**config.mk**
```make
export PLATFORM = sky130hd
export DESIGN_NAME = qrm_final
export DESIGN_NICKNAME = d
export VERILOG_FILES = /design/src/qrm_pkg.sv /design/src/qrm_final.sv
export SDC_FILE = /design/constraint.sdc
export NUM_CORES = 1
export LEC_CHECK = 0
export BUFFER_PORTS_ARGS = -buffer_cell sky130_fd_sc_hd__buf_2
export CAP_MARGIN = 30
export CORE_MARGIN = 3
export CORE_UTILIZATION = 34
export CTS_CLUSTER_SIZE = 16
export DETAILED_ROUTE_END_ITERATION = 8
export HOLD_SLACK_MARGIN = 0.08
export PLACE_DENSITY_LB_ADDON = 0.12
export SYNTH_ARGS = -nofsm -noshare
export SYNTH_HDL_FRONTEND = slang
export SYNTH_SLANG_ARGS = --single-unit
export TNS_END_PERCENT = 10
```
**constraint.sdc**
```tcl
create_clock -name clk_i -period 1.7 [get_ports clk_i]
set_input_delay 0.425 -clock clk_i [delete_from_list [all_inputs] [get_ports clk_i]]
set_output_delay 0.425 -clock clk_i [all_outputs]
set_load 0.01 [all_outputs]
```
**src/qrm_pkg.sv**
```systemverilog
// ----------------------------------------------------------------------------
// qrm_pkg
// Types and constants shared by the quaternion to rotation matrix pipeline.
// ----------------------------------------------------------------------------
package qrm_pkg;

  localparam int unsigned CompWidth = 16;
  localparam int unsigned FracBits  = CompWidth - 2;
  localparam int unsigned ProdWidth = 2 * CompWidth;
  localparam int unsigned NumWidth  = ProdWidth + 3;
  localparam int unsigned RemWidth  = NumWidth - 1;
  localparam int unsigned DenWidth  = ProdWidth + 1;
  localparam int unsigned QuoWidth  = FracBits + 1;
  localparam int unsigned NumLanes  = 9;
  localparam int unsigned NumProds  = 10;

  localparam logic [CompWidth-1:0] OneVal = CompWidth'(1) << FracBits;

  // product slots
  localparam int unsigned PWW = 0;
  localparam int unsigned PXX = 1;
  localparam int unsigned PYY = 2;
  localparam int unsigned PZZ = 3;
  localparam int unsigned PXY = 4;
  localparam int unsigned PWZ = 5;
  localparam int unsigned PXZ = 6;
  localparam int unsigned PWY = 7;
  localparam int unsigned PYZ = 8;
  localparam int unsigned PWX = 9;

  typedef struct packed {
    logic signed [CompWidth-1:0] quat_w;
    logic signed [CompWidth-1:0] quat_x;
    logic signed [CompWidth-1:0] quat_y;
    logic signed [CompWidth-1:0] quat_z;
  } qrm_in_t;

  typedef struct packed {
    logic signed [CompWidth-1:0] m00;
    logic signed [CompWidth-1:0] m01;
    logic signed [CompWidth-1:0] m02;
    logic signed [CompWidth-1:0] m10;
    logic signed [CompWidth-1:0] m11;
    logic signed [CompWidth-1:0] m12;
    logic signed [CompWidth-1:0] m20;
    logic signed [CompWidth-1:0] m21;
    logic signed [CompWidth-1:0] m22;
    logic                        degenerate;
  } qrm_out_t;

  typedef struct packed {
    logic [DenWidth-1:0]                den;
    logic [NumLanes-1:0]                neg;
    logic [NumLanes-1:0][RemWidth-1:0]  rem;
    logic [NumLanes-1:0][QuoWidth-1:0]  quo;
    logic                               degen;
  } qrm_div_t;

endpackage

```
**src/qrm_final.sv**
```systemverilog
// ----------------------------------------------------------------------------
// qrm_final
// Rounding, saturation, sign and zero quaternion handling; output register.
// ----------------------------------------------------------------------------
module qrm_final (
  input  logic              clk_i,
  input  logic              rst_ni,
  input  logic              en_i,
  input  logic              valid_i,
  input  qrm_pkg::qrm_div_t data_i,
  output logic              valid_o,
  output qrm_pkg::qrm_out_t data_o
);

  localparam int unsigned CW = qrm_pkg::CompWidth;
  localparam int unsigned RW = qrm_pkg::RemWidth;
  localparam int unsigned NL = qrm_pkg::NumLanes;

  logic [CW-1:0] val [NL];
  qrm_pkg::qrm_out_t data_d;

  always_comb begin
    logic [RW-1:0] r2;
    logic [RW-1:0] d;
    logic [CW-1:0] q;
    r2 = '0;
    q = '0;
    d = {1'b0, data_i.den};
    for (int i = 0; i < NL; i++) begin
      r2 = {data_i.rem[i][RW-2:0], 1'b0};
      q = {1'b0, data_i.quo[i]} + CW'(r2 >= d);
      if (q > qrm_pkg::OneVal) begin
        q = qrm_pkg::OneVal;
      end
      if (data_i.degen) begin
        val[i] = (i % 4 == 0) ? qrm_pkg::OneVal : '0;
      end else begin
        val[i] = data_i.neg[i] ? (-q) : q;
      end
    end
    data_d.m00 = val[0];
    data_d.m01 = val[1];
    data_d.m02 = val[2];
    data_d.m10 = val[3];
    data_d.m11 = val[4];
    data_d.m12 = val[5];
    data_d.m20 = val[6];
    data_d.m21 = val[7];
    data_d.m22 = val[8];
    data_d.degenerate = data_i.degen;
  end

  always_ff @(posedge clk_i or negedge rst_ni) begin
    if (!rst_ni) begin
      valid_o <= 1'b0;
    end else if (en_i) begin
      valid_o <= valid_i;
    end
  end

  always_ff @(posedge clk_i) begin
    if (en_i) begin
      data_o <= data_d;
    end
  end

endmodule

```
After elaboration in Yosys (flattened, before gate mapping). Index checks and enable logic that the tools add are counted.

Mux-type cells: 18. Magnitude comparators: 18. Add/sub/neg operators: 18.

Operators with widths (count): >= comparator 34 x 33 -> 1 bit (9); two-way mux 16 bit (18); adder 15 x 1 -> 16 bit (9); > comparator 16 x 15 -> 1 bit (second input constant) (9); negator 16 bit (9).

Bits in registers: 146. Output and inout bits: 146. Input port bits: 488. Logic and storage cells: 65.

Logic depth before layout (Yosys ltp).
Depth in word-level cells: 6. Mapped depth: 27. Mapped depth without buffers: 25.

Worst setup path after synthesis. No wires, ideal clock.

Path type: input-to-reg. Start: input port data_i[470] in the netlist's numbering. End: register data_o[79] in the netlist's numbering (data pin). Arrival: 5.325 ns. Required time: 1.426 ns. Stages: 27. Library setup time: 0.274 ns. Setup slack: -3.899 ns. Buffers on the path: 3. Cell sequence: inv_1 > ha_1 > a21o_1 > a21o_1 > a21oi_1 > o21ai_0 > nand3_1 > nand4b_1 > a2111oi_0 > nand2_1 > ha_1 > ha_1 > clkbuf_1 > xor2_1 > o32a_1 > or4b_1 > nor3_2 > a31oi_1 > buf_2 > nand2b_1 > ha_1 > clkbuf_1 > nand2_1 > nor2_1 > a211oi_1 > and2_1 > o21ai_0.

Word-level cells in the longest chain between the ends: 6.

RTL lines: from (decl) (line qrm_final.sv:10) `input qrm_pkg::qrm_div_t data_i,`; >= comparator 34 x 33 -> 1 bit (*) (line qrm_final.sv:31) `q = {1'b0, data_i.quo[i]} + CW'(r2 >= d);`; adder 15 x 1 -> 16 bit (*) (line qrm_final.sv:31); > comparator 16 x 15 -> 1 bit (line qrm_final.sv:32) `if (q > qrm_pkg::OneVal) begin`; two-way mux 16 bit (*) (line qrm_final.sv:32); negator 16 bit (line qrm_final.sv:38) `val[i] = data_i.neg[i] ? (-q) : q;`; two-way mux 16 bit (*) (line qrm_final.sv:38); to (signal assigned) (line qrm_final.sv:63) `data_o <= data_d;`; to (decl) (line qrm_final.sv:12) `output qrm_pkg::qrm_out_t data_o`.

Mark *: on every way between the ends. The rest lies on a longest branch, timed or not. A chain may end at the register's enable or synchronous reset.

Worst setup path in the final report.
Start: input port data_i[452] in the netlist's numbering. End: register data_o[25] in the netlist's numbering (data pin).

Same word-level chain as after synthesis.

==> impl_metrics.ini <==
[run_status]
outcome = complete, but fails checks
violations = setup timing

[timing]
hold_viol_final = 0
tns_ns = -399.46
rsz0062_at_grt = yes
fin_crit_sh_pct = 294
fin_crit_ns = 5.00
worst_pin_slew_ns = 0.688
skew_ns = 0
fmax_mhz = 200
slew_headroom_pct = 53.6
setup_viol = 144
slew_violations = 0
setup_slack_ns = -3.30

[global_routing]
grt_pass1_wl_mm = 137
antenna_found_initial = 58
grtUsageTotal_pct = 29.5
grt_pass1_vias = 24100
overflow = 0
grt_max_degree = 43

[worst_setup_path]
cp-end-kind = register
cp-start-kind = input port
required_ns = 1.93
crit_arrival_ns = 5.22
reg2reg_depth = 1
path_class = input port to register
worstPathMaxFanout = 7

[power]
swShare_pct = 36.3
combPwrFrac_pct = 47.8
p_leak_nw = 14.8
clkPwrFrac_pct = 24.2
p_per_area_nw_per_um2 = 489
power.total_mw = 15.8
p_int_mw = 10.1
vdd_drop_max_mv = 0.752
p_switching_mw = 5.74
seqPwrFrac_pct = 28.1

[min_path]
hold_path_depth = 2
hp-class = input port to register

[yosys]
ys_seq_elements = 146
synth_edf_count = 145
syn_inst = 2324
ys_seq_area_share_pct = 22.5
ys_warn_count = 0
synth_flop_cell = edfxtp_1
postSynthAreaPerCell_um2 = 8.38
synth_top_area_share_pct = 22.4
synth_nets = 3136
synth_area_leaders = edfxtp_1 (22%), ha_1 (21%), xnor2_1 (4.7%), a21o_1 (3.9%), a21oi_1 (3.8%)
synth_largest_area_cell = edfxtp_1
synth_area_um2 = 19500
async_flop_share_pct = 0.685
synth_cell_types = 85

[floorplan]
row_count = 87
initial_utilization_pct = 34.5
dieArea_um2 = 60200
die_height_um = 245
fp.dieW_um = 245
ios = 634
core_um2 = 56500

[layout]
final_area_um2 = 32400
drive_above_1_share_pct = 49.5
multiInputGateArea_um2 = 16700
areaGrowthSynthToFinish_pct = 66.3
fillers = 5174
layout.nets = 4456
register_area_um2 = 4380

[routing]
drc_errors = 0
wl_met3_mm = 6.26
wire_per_inst_um = 20.7
topRoutingLayerUsed = met5
first_pass_iters = 5
antenna_left = 0
vias = 23700
routed_wl_mm = 92.4
wl_met2_mm = 47.4
avgViaCountPerCell = 5.33
drtIter0Drc = 1071
wl_met1_mm = 35.8

[clocking]
htreeDepth = 4
clk_pin_slew_ns = 0.07
cts_tree = built
clk_path_buf_depth = 2
clock_sinks = 146
cts_inserted_buffers = 17
cts-root-buf = clkbuf_16
clock_latency_ns = 0.47

[placed_design]
io_buffers = 624
place_hpwl_mm = 77.4
placed_area_um2 = 28600
pre_cts_ws_ns = -4.44
place_congestion = 1.05

[job]
maxCapViolations = 0
[metrics by stage]
step / hold slack (ns) / cells / utilization (%)
detailed placement: 0.205 / 4277 / 50.7
floorplan: 0.129 / 2324 / -
global placement: 0.200 / 4277 / 50.7
CTS: 0.150 / 4368 / 54.8
global route: 0.175 / 4444 / 57.2
finish: 0.190 / 4458 / 57.3
[power by group through the flow]
stage	Combinational (mW)	Clock, mW	Sequential, mW
2_1_floorplan	2.92	0	4.67
6_report	7.56	3.82	4.44
3_3_place_gp	6.41	0	4.52
3_5_place_dp	6.55	0	4.52
4_1_cts	7.10	3.96	4.44
5_1_grt	8.22	4.08	4.47
[final timing paths]
check	slack (ns)	from	end
setup / recovery	-3.30	data_i[452]	data_o[25]
hold / removal	0.19	valid_i	valid_o
setup reg to reg	0.96	valid_o	valid_o
hold reg to reg	0.52	valid_o	valid_o
max in group asynchronous	1.35	rst_ni	valid_o
min in group asynchronous	0.26	rst_ni	valid_o
[sequential cells by signal, indices dropped and copies added (netlist names)]
name / flops
valid_o: 1
data_o: 145
[layout make-up]
class | count | share of cell area [%]
timing repair buffer | 1392 | 28.6
inverter | 80 | 1.07
clock buffer | 17 | 1.31
antenna | 45 | 0.348
tap | 756 | 2.92
multi-input combinational | 2007 | 51.7
clock inverter | 15 | 0.464
sequential | 146 | 13.5
[kinds of logic after synthesis]
kind of cell,after synthesis,share of synthesized area [%]
and+or+nand+nor,887,23.8
AOI/OAI and AO/OA,606,20.5
adders and majority gates,324,20.8
buffers and inverters,171,3.59
xor gates and xnor gates,161,7.24
DFF,146,22.5
muxes,29,1.56
[critical path, cell delays in order]
cell	delay, ns
buf_6	0.07
clkinvlp_4	0.08
buf_6	0.14
ha_4	0.20
nor2b_4	0.12
o21a_1	0.16
o21a_1	0.16
o211ai_1	0.29
a21oi_2	0.12
a2111oi_4	0.43
o31a_1	0.26
o21ai_4	0.11
ha_4	0.20
a211o_1	0.32
o22ai_2	0.20
nand4_1	0.18
nor4_2	0.37
a31oi_2	0.18
nand2b_4	0.19
ha_4	0.15
buf_4	0.13
buf_6	0.13
buf_4	0.14
nand4_1	0.06
mux2i_1	0.07
a311o_1	0.32
[placed cells by master, fill, tap and decap left out, drive strengths merged, types with 30 or more instances in the layout]
cell type  Yosys  layout
nand4         95      95
xor2          56      56
ha           324     324
a21oi        149     149
xnor2        105     105
nor3          61      61
a21o         100     100
nand2        183     183
a211oi        31      31
nor2         196     196
nand3         82      82
diode          0      45
nor4          44      44
inv           79      76
buf           30    1391
nor2b         37      37
o21ai        127     127
and3          30      30
edfxtp       145     145
[cell usage after synthesis (7+ instances only)]
cell and n:
and3_1 30, o31a_1 10, nand2b_1 28, nor3_1 59, or2_2 16, mux2i_1 19, and4_1 14, and2_1 18
nor4_1 44, nand3_1 82, o21ai_0 125, o2111ai_1 9, nor2b_1 37, buf_2 26, clkbuf_1 56, a2111oi_0 11
o21a_1 25, or3_1 28, a31oi_1 22, nand4b_1 15, o221ai_1 7, or4_1 10, inv_1 79, a21o_1 100
o311ai_0 7, o31ai_1 18, a211o_1 8, a31o_2 8, ha_1 324, a21oi_1 149, xor2_1 56, edfxtp_1 145
a211oi_1 31, nand4_1 91, xnor2_1 105, o211ai_1 14, nor2_1 196, mux2_2 10, nand2_1 181
[metal layers]
layer / track usage (%) / up-vias
met5: 0 / -
met4: 10.7 / 32
met3: 7.25 / 161
met2: 53.7 / 681
met1: 33.3 / 11300
li1: - / 11600
[repair_timing]
action | in CTS | in global routing
hold buffers | 1 | 0
endpoints found under the setup margin | 144 | 144
resized for setup | 293 | 201
pin swaps | 145 | 129
buffers inserted | 63 | 47
hold endpoints to repair | 1 | 0
Power figures use the tool's default switching activity.
