File: src/qrm_pkg.sv
// ----------------------------------------------------------------------------
// qrm_pkg
// Types and constants shared by the quaternion to rotation matrix pipeline.
// ----------------------------------------------------------------------------
package qrm_pkg;

  localparam int unsigned CompWidth = 16;
  localparam int unsigned FracBits  = CompWidth - 2;
  localparam int unsigned ProdWidth = 2 * CompWidth;
  localparam int unsigned NumWidth  = ProdWidth + 3;
  localparam int unsigned RemWidth  = NumWidth - 1;
  localparam int unsigned DenWidth  = ProdWidth + 1;
  localparam int unsigned QuoWidth  = FracBits + 1;
  localparam int unsigned NumLanes  = 9;
  localparam int unsigned NumProds  = 10;

  localparam logic [CompWidth-1:0] OneVal = CompWidth'(1) << FracBits;

  // product slots
  localparam int unsigned PWW = 0;
  localparam int unsigned PXX = 1;
  localparam int unsigned PYY = 2;
  localparam int unsigned PZZ = 3;
  localparam int unsigned PXY = 4;
  localparam int unsigned PWZ = 5;
  localparam int unsigned PXZ = 6;
  localparam int unsigned PWY = 7;
  localparam int unsigned PYZ = 8;
  localparam int unsigned PWX = 9;

  typedef struct packed {
    logic signed [CompWidth-1:0] quat_w;
    logic signed [CompWidth-1:0] quat_x;
    logic signed [CompWidth-1:0] quat_y;
    logic signed [CompWidth-1:0] quat_z;
  } qrm_in_t;

  typedef struct packed {
    logic signed [CompWidth-1:0] m00;
    logic signed [CompWidth-1:0] m01;
    logic signed [CompWidth-1:0] m02;
    logic signed [CompWidth-1:0] m10;
    logic signed [CompWidth-1:0] m11;
    logic signed [CompWidth-1:0] m12;
    logic signed [CompWidth-1:0] m20;
    logic signed [CompWidth-1:0] m21;
    logic signed [CompWidth-1:0] m22;
    logic                        degenerate;
  } qrm_out_t;

  typedef struct packed {
    logic [DenWidth-1:0]                den;
    logic [NumLanes-1:0]                neg;
    logic [NumLanes-1:0][RemWidth-1:0]  rem;
    logic [NumLanes-1:0][QuoWidth-1:0]  quo;
    logic                               degen;
  } qrm_div_t;

endpackage

File: src/qrm_div_stage.sv
// ----------------------------------------------------------------------------
// qrm_div_stage
// One restoring division step, one quotient bit for each of the nine lanes.
// ----------------------------------------------------------------------------
module qrm_div_stage (
  input  logic              clk_i,
  input  logic              rst_ni,
  input  logic              en_i,
  input  logic              valid_i,
  input  qrm_pkg::qrm_div_t data_i,
  output logic              valid_o,
  output qrm_pkg::qrm_div_t data_o
);

  localparam int unsigned RW = qrm_pkg::RemWidth;
  localparam int unsigned QW = qrm_pkg::QuoWidth;

  qrm_pkg::qrm_div_t data_d;

  always_comb begin
    logic [RW-1:0] r2;
    logic [RW-1:0] d;
    logic          ge;
    r2 = '0;
    ge = 1'b0;
    d = {1'b0, data_i.den};
    data_d = data_i;
    for (int i = 0; i < qrm_pkg::NumLanes; i++) begin
      r2 = {data_i.rem[i][RW-2:0], 1'b0};
      ge = (r2 >= d);
      data_d.rem[i] = ge ? (r2 - d) : r2;
      data_d.quo[i] = {data_i.quo[i][QW-2:0], ge};
    end
  end

  always_ff @(posedge clk_i or negedge rst_ni) begin
    if (!rst_ni) begin
      valid_o <= 1'b0;
    end else if (en_i) begin
      valid_o <= valid_i;
    end
  end

  always_ff @(posedge clk_i) begin
    if (en_i) begin
      data_o <= data_d;
    end
  end

endmodule

File: config.mk
export PLATFORM = sky130hd
export DESIGN_NAME = qrm_div_stage
export DESIGN_NICKNAME = d
export VERILOG_FILES = /design/src/qrm_pkg.sv /design/src/qrm_div_stage.sv
export SDC_FILE = /design/constraint.sdc
export NUM_CORES = 1
export LEC_CHECK = 0
export BUFFER_PORTS_ARGS = -buffer_cell sky130_fd_sc_hd__buf_4
export CELL_PAD_IN_SITES_DETAIL_PLACEMENT = 0
export CELL_PAD_IN_SITES_GLOBAL_PLACEMENT = 1
export CORE_AREA = 3 3 381 383
export DETAILED_ROUTE_END_ITERATION = 7
export DIE_AREA = 0 0 384 386
export MAX_ROUTING_LAYER = met4
export PLACE_DENSITY_LB_ADDON = 0.1
export SLEW_MARGIN = 0
export SYNTH_ARGS = -nofsm -noshare
export SYNTH_HDL_FRONTEND = slang
export SYNTH_SLANG_ARGS = --single-unit
File: constraint.sdc
create_clock -name clk_i -period 0.95 [get_ports clk_i]
set_clock_uncertainty 0.1 [all_clocks]
set_input_delay 0 -clock clk_i [delete_from_list [all_inputs] [get_ports clk_i]]
set_output_delay 0 -clock clk_i [all_outputs]
set_load 0.005 [all_outputs]
# Word level (Yosys, flattened, before mapping)

Index checks and enable logic that the tools add are counted.

Bits of input ports: 488
Flip-flop bits (word level): 485

Add/subtract/negate cells: 9
Muxes and demuxes: 9
Magnitude comparators: 9

Operators with widths:

| cell                           | count |
|---|---|
| >= comparator 34 x 33 -> 1 bit | 9 |
| two-way mux 34 bit             | 9 |
| subtractor 34 x 33 -> 34 bit   | 9 |

# Logic depth before layout (Yosys ltp)

Gate-level depths: netlist (run 1).

Word-level depth: 2
Gate-level depth with buffers: 15
Depth with buffers taken out: 12

# Least setup slack after synthesis (run 1)

OpenSTA, ideal clock, no wires.

Kind: input to register
Start point: in data_i[452] (netlist bit)
End point: reg data_o[407] (netlist bit), data pin
Arrival: 2.587 ns
Cell stages on the path: 12
Buffers on the path: 0
Path slack: -1.996 ns
Data required time: 0.590 ns
Path through: inv_1 ha_1 nor2b_1 o2111a_1 o31ai_1 a21oi_1 o21ai_2 o311ai_2 a31oi_1 o21ai_1 a221oi_1 mux2_2

RTL lines:

| item                 | line                | text |
|---|---|---|
| from (decl)          | qrm_div_stage.sv:10 | `input qrm_pkg::qrm_div_t data_i,` |
| to (signal assigned) | qrm_div_stage.sv:46 | `data_o <= data_d;` |
| to (decl)            | qrm_div_stage.sv:12 | `output qrm_pkg::qrm_div_t data_o` |

==> results.sh, run 1 <==
export IMPL_multi_input_area_um2=21700
export IMPL_track_usage=0.251
export IMPL_outcome="complete, but fails checks"
export IMPL_synth_seq_cells=485
export IMPL_finalSetupViolCount=1274
export IMPL_core_um2=142000
export IMPL_cp_buffers_inverters=2
export IMPL_worstHoldStart="data_i[381]"
export IMPL_required_ps=1250
export IMPL_grt_max_degree=41
export IMPL_htree_levels=3
export IMPL_dp_hpwl_um=152000
export IMPL_leakagePower_nw=29.6
export IMPL_floorplan_rows=138
export IMPL_ctsRootBufferMaster="clkbuf_16"
export IMPL_portBuffers=954
export IMPL_cpPeakStageDelay_ps=570
export IMPL_path_depth=12
export IMPL_ys_types=101
export IMPL_dpl_worst_slack_ps=-2640
export IMPL_drtIter0Drc=1842
export IMPL_path_max_fanout=2
export IMPL_dieWidth_um=384
export IMPL_drt_total_wl_um=193000
export IMPL_vias=37525
export IMPL_viasPerCell=4.60
export IMPL_gp_routability_congestion=0.884
export IMPL_hold_end="data_o[382]"
export IMPL_path_clk_slew_ps=60
export IMPL_antenna_left=0
export IMPL_n_fill_cell=13473
export IMPL_p_clk_frac=0.290
export IMPL_timing_fmax_mhz=379
export IMPL_crit_path_start_kind="input pin"
export IMPL_synth_common_cells="edfxtp_1 (484), a21oi_1 (386), ha_1 (297)"
export IMPL_synth_top_cells_by_area="edfxtp_1 (43%), ha_1 (11%), a21oi_1 (5.7%), a21o_1 (3.9%), xnor2_1 (3.6%)"
export IMPL_syn_inst=3328
export IMPL_dr_pass1_iters=5
export IMPL_cts_buffers=68
export IMPL_crit_arrival_ps=2940
export IMPL_reg2reg_from="valid_o"
export IMPL_avgSynthCellArea_um2=10.1
export IMPL_synth_largest_area_cell="edfxtp_1"
export IMPL_post_drt_wl_per_cell_um=23.6
export IMPL_combPwrFrac=0.406
export IMPL_cp_slowest_cell="dlygate4sd3_1"
export IMPL_io_pin_count=973
export IMPL_antenna_found_initial=50
export IMPL_reg2regPathDepth=1
export IMPL_period_share=2.78
export IMPL_p_switching_mw=29.8
export IMPL_clock_sinks=485
export IMPL_reg2reg_slack_ps=110
export IMPL_syn_num_nets=4122
export IMPL_p_total_mw=93.0
export IMPL_slew_violations=0
export IMPL_clk_latency_ps=670
export IMPL_yosysMostFrequentCell="edfxtp_1"
export IMPL_violations="hold timing, setup timing"
export IMPL_cpMostUsedCell="a21oi_1"
export IMPL_cts_tree="done"
export IMPL_swShare=0.320
export IMPL_maxCapViolCount=0
export IMPL_rsz0062_at_grt="yes"
export IMPL_grt_busiest_layer="met2"
export IMPL_ctsLongestPathBuffers=3
export IMPL_drive_gt1_frac=0.487
export IMPL_synthArstFlopShare=0.00206
export IMPL_syn_area_um2=33600
export IMPL_grtUsageMet1=0.292
export IMPL_synth_edf_count=484
export IMPL_ff_latch_area_um2=14600
export IMPL_internal_power_mw=63.2
export IMPL_die_area_um2=148000
export IMPL_setup_ws_ps=-1690
export IMPL_start_util=0.237
export IMPL_finish_utilization=0.469
export IMPL_grt_pass1_vias=38049
export IMPL_slew_limit_headroom=0.619
export IMPL_met2_usage=0.418
export IMPL_path_class="input pin to register"
export IMPL_grt_overflow=0
export IMPL_crit_family="compound AO/OA/AOI/OAI gates"
export IMPL_whs_ps=-486
export IMPL_seq_power_share=0.304
export IMPL_max_vdd_ir_drop_mv=1.18
export IMPL_grt_util_met3=0.0595
export IMPL_area_growth_syn_to_layout_pct=97.8
export IMPL_min_path_cells=3
export IMPL_worst_pin_slew_ps=566
export IMPL_die_h_um=386
export IMPL_rr_endpoint="valid_o"
export IMPL_drc=0
export IMPL_yosysSeqAreaShare=0.433
export IMPL_cp_cell_sequence="buf_4 -> dlygate4sd3_1 -> ha_1 -> a21oi_1 -> nor2b_1 -> a41oi_2 -> a21oi_1 -> a211o_1 -> a31oi_4 -> o21bai_4 -> a311oi_2 -> mux2_4"
export IMPL_worstSetupEndpointType="register"
export IMPL_fin_crit_ps=2640
export IMPL_hp_class="input pin to register"
export IMPL_yosys_area_top_type_share=0.433
export IMPL_finalSetupTns_ps=-696760
export IMPL_layout_nets=6968
export IMPL_grt_pass1_wl_um=260000
export IMPL_hold_viol=73
export IMPL_synth_warnings=0
export IMPL_power_density_nw_per_um2=1400
export IMPL_synthFlopType="edfxtp_1"
what timing repair did:
action	4_1_cts	5_1_grt
hold buffers	550	65
hold endpoints to repair	960	127
pin swaps	131	167
resized for setup	402	495
endpoints found under the setup margin	800	1272
cloned	11	20
buffers inserted	94	46
through the flow:
step / hold slack, ps / instance area, um^2 / instances
after floorplan: -396 / 34000 / 3328
after global placement: -324 / 52700 / 7264
after detailed placement: -323 / 52700 / 7264
after CTS: -545 / 63200 / 8036
after global routing: -513 / 66500 / 8148
final: -486 / 66500 / 8149
cell type report:
cell class	instances	area share
Antenna cell	33	0.00124
Timing Repair Buffer	2878	0.377
Inverter	110	0.00712
Clock inverter	37	0.00794
Clock buffer	85	0.0266
Tap cell	1890	0.0356
Sequential cell	485	0.219
Multi-Input combinational cell	2631	0.326
state kept, by name (all words and copies together) (netlist names):
signal and cells:
valid_o 1, data_o 484
logic make-up (layout without fill, tap and decap cells):
kind of cell / after synthesis / count (layout) / share of synthesized area
xor+xnor: 247 / 247 / 0.0644
compound gates: 1110 / 1110 / 0.210
mux: 63 / 63 / 0.0233
fa+ha+maj: 306 / 306 / 0.116
buf+inv: 212 / 3110 / 0.0262
flops: 485 / 485 / 0.433
other cells: 0 / 33 / 0
simple gates: 905 / 905 / 0.127
power groups by stage:
stage                     registers, mW  logic (mW)  clock network [mW]
after CTS                          28.3        35.3                27.8
final                              28.3        37.8                26.9
after floorplan                    28.7        12.0                   0
after detailed placement           28.7        30.9                   0
after global placement             28.7        30.9                   0
after global routing               28.5        40.6                28.6
cell usage in the layout, fill, tap and decap left out, drive strengths merged, types with 10 or more instances in the layout:
cell type    netlist  final
a211o             11     11
a211oi            20     20
a21o             176    176
a21oi            388    388
a31oi             35     35
a41oi             10     10
and2              20     20
and3              49     49
buf               31   2279
clkbuf            71    104
clkinv             0     21
clkinvlp           0     19
diode              0     33
dlygate4sd3        0    579
edfxtp           484    484
ha               297    297
inv              110     99
mux2              58     58
nand2            266    266
nand2b            47     47
nand3             69     69
nand4             33     33
nor2             276    276
nor2b             52     52
nor3              28     28
nor4              12     12
o211ai            15     15
o21a              31     31
o21ai            264    264
o21bai            41     41
o31ai             23     23
xnor2            137    137
xor2             110    110
how the worst max path moves through the flow:
stage,slack [ps],endpoint,startpoint
floorplan,-1920,data_o[399],data_i[453]
global placement,-2610,data_o[394],data_i[455]
detailed placement,-2640,data_o[394],data_i[455]
CTS,-1640,data_o[380],data_i[455]
global route,-1740,data_o[428],data_i[460]
finish,-1690,data_o[339],data_i[315]
routing by layer:
| metal | vias to the layer above | routed length, um |
|---|---|---|
| met1 | 17984 | 80300 |
| met2 | 990 | 93100 |
| li1 | 18297 | - |
| met4 | 0 | 7690 |
| met5 | - | 0 |
| met3 | 254 | 11500 |
Note: power is estimated with default switching activity, not from simulation.
==> run 2, diff against run 1 <==
--- a/config.mk
+++ b/config.mk
@@ -6,6 +6,7 @@
 export NUM_CORES = 1
 export LEC_CHECK = 0
 export BUFFER_PORTS_ARGS = -buffer_cell sky130_fd_sc_hd__buf_4
+export CAP_MARGIN = 25
 export CELL_PAD_IN_SITES_DETAIL_PLACEMENT = 0
 export CELL_PAD_IN_SITES_GLOBAL_PLACEMENT = 1
 export CORE_AREA = 3 3 381 383
@@ -13,6 +14,7 @@
 export DIE_AREA = 0 0 384 386
 export MAX_ROUTING_LAYER = met4
 export PLACE_DENSITY_LB_ADDON = 0.1
+export REMOVE_ABC_BUFFERS = 1
 export SLEW_MARGIN = 0
 export SYNTH_ARGS = -nofsm -noshare
 export SYNTH_HDL_FRONTEND = slang
==> run 2 against run 1 <==
Effect of this change: hold slack gained 20 ps; die area unchanged; cell count grew 1.2%; worst setup slack better by 45 ps; design area rose by 4.1%; the run still ends with hold timing, setup timing left; register-to-register slack about the same; sequential share of layout area down 0.87 points; combinational power grew 7.1%; global-route usage is 0.56 points higher; via count rose by 1.9%; critical path type unchanged; count of clock-buffer cells in the layout is 6 lower.
==> results.sh, run 2 (synthesized netlist as in run 1, its figures left out) <==
export IMPL_drt_total_wl_um=196000
export IMPL_clock_sinks=485
export IMPL_placed_cell_area_um2=52900
export IMPL_antenna_found_initial=31
export IMPL_leakagePower_nw=30.8
export IMPL_area_growth_syn_to_layout_pct=106
export IMPL_clk_latency_ps=660
export IMPL_start_util=0.237
export IMPL_grt_pass1_vias=39033
export IMPL_rr_endpoint="valid_o"
export IMPL_min_path_cells=3
export IMPL_hold_viol=83
export IMPL_worst_pin_slew_ps=534
export IMPL_die_area_um2=148000
export IMPL_dp_hpwl_um=152000
export IMPL_viasPerCell=4.64
export IMPL_power_density_nw_per_um2=1370
export IMPL_timing_fmax_mhz=386
export IMPL_cp_slowest_cell="a311oi_2"
export IMPL_largest_register="data_o"
export IMPL_cts_buffers=67
export IMPL_portBuffers=954
export IMPL_path_class="input pin to register"
export IMPL_cpPeakStageDelay_ps=430
export IMPL_worstHoldStart="data_i[273]"
export IMPL_htree_levels=3
export IMPL_final_cell_mix="buf_4 (2102), dlygate4sd3_1 (574), edfxtp_1 (484)"
export IMPL_slew_violations=0
export IMPL_outcome="complete, but fails checks"
export IMPL_maxCapViolCount=0
export IMPL_vias=38242
export IMPL_reg2reg_from="valid_o"
export IMPL_floorplan_rows=138
export IMPL_setup_ws_ps=-1640
export IMPL_cts_tree="done"
export IMPL_die_h_um=386
export IMPL_path_max_fanout=6
export IMPL_cp_cell_sequence="buf_8 -> clkinvlp_4 -> buf_8 -> buf_6 -> ha_4 -> nand2_4 -> a211oi_4 -> o211ai_1 -> a311oi_2 -> nor2_4 -> o31ai_4 -> nor4_4 -> o311a_4 -> buf_6 -> mux2_4"
export IMPL_max_vdd_ir_drop_mv=1.22
export IMPL_path_clk_slew_ps=60
export IMPL_grt_overflow=0
export IMPL_ctsLongestPathBuffers=3
export IMPL_layout_commonest_cell="buf_4"
export IMPL_dr_pass1_iters=5
export IMPL_design_area_um2=69200
export IMPL_slew_limit_headroom=0.640
export IMPL_ctsRootBufferMaster="clkbuf_16"
export IMPL_reg2regPathDepth=1
export IMPL_finalSetupViolCount=834
export IMPL_grt_max_degree=33
export IMPL_crit_arrival_ps=2910
export IMPL_whs_ps=-466
export IMPL_violations="hold timing, setup timing"
export IMPL_drc=0
export IMPL_crit_family="compound AO/OA/AOI/OAI gates"
export IMPL_post_drt_wl_per_cell_um=23.8
export IMPL_track_usage=0.257
export IMPL_finalSetupTns_ps=-639250
export IMPL_drtIter0Drc=1960
export IMPL_antenna_left=0
export IMPL_hp_class="input pin to register"
export IMPL_grt_pass1_wl_um=268000
export IMPL_layout_nets=7075
export IMPL_required_ps=1260
export IMPL_period_share=2.73
export IMPL_gp_routability_congestion=0.883
export IMPL_largest_reg_flops=484
export IMPL_fin_crit_ps=2590
export IMPL_dpl_worst_slack_ps=-2700
export IMPL_drive_gt1_frac=0.529
export IMPL_worstSetupEndpointType="register"
export IMPL_hold_end="data_o[274]"
export IMPL_core_um2=142000
export IMPL_rsz0062_at_grt="yes"
export IMPL_dieWidth_um=384
export IMPL_reg_top3="data_o (484), valid_o (1)"
export IMPL_reg2reg_slack_ps=110
export IMPL_crit_path_start_kind="input pin"
export IMPL_io_pin_count=973
export IMPL_cp_buffers_inverters=5
-- run 2: layout make-up --
class	instances	area [um^2]
flip-flops and latches	485	14600
diodes	22	55.1
repair inverters	1	7.51
clock buffers	79	1740
repair buffers	2982	26400
fillers	13310	72500
inverters	110	477
clock inverters	40	444
multi-input cells	2634	23100
well taps	1890	2360
-- run 2: worst max path at each step --
stage,slack [ps],depth (start not counted),from,end
global route,-1670,13,data_i[452],data_o[399]
finish,-1640,15,data_i[455],data_o[399]
CTS,-1600,16,data_i[458],data_o[439]
floorplan,-3430,11,data_i[454],data_o[174]
global placement,-2550,14,data_i[455],data_o[271]
detailed placement,-2700,14,data_i[455],data_o[285]
-- run 2: report_power, final --
part           leakage [nW]  switching, mW  internal, mW  total [mW]
Sequential             4.75           1.18          27.2        28.4
Clock                  1.06           10.7          14.9        25.7
Combinational          25.0           18.5          21.9        40.5
Total                  30.8           30.5          64.0        94.5
-- run 2: repair_timing --
item,in CTS,in global routing
cloned,28,14
setup buffers,135,72
endpoints found under the hold margin,957,125
hold buffers,559,52
setup endpoints to repair,800,956
gates resized for setup,634,805
pin swaps,237,244
-- run 2: metal layers --
metal | GRT usage | vias up | share of wire
met1 | 0.292 | 18495 | 0.40
met5 | - | - | 0
li1 | - | 18511 | -
met2 | 0.447 | 990 | 0.50
met3 | 0.0517 | 246 | 0.053
met4 | 0.0904 | 0 | 0.038
-- run 2: metrics by stage --
step | std cells | utilization | power, mW
detailed placement | 7310 | 0.373 | 59.8
global placement | 7310 | 0.373 | 60.0
CTS | 8140 | 0.458 | 91.9
floorplan | 3226 | - | 40.2
finish | 8243 | 0.488 | 94.5
global route | 8239 | 0.488 | 99.1
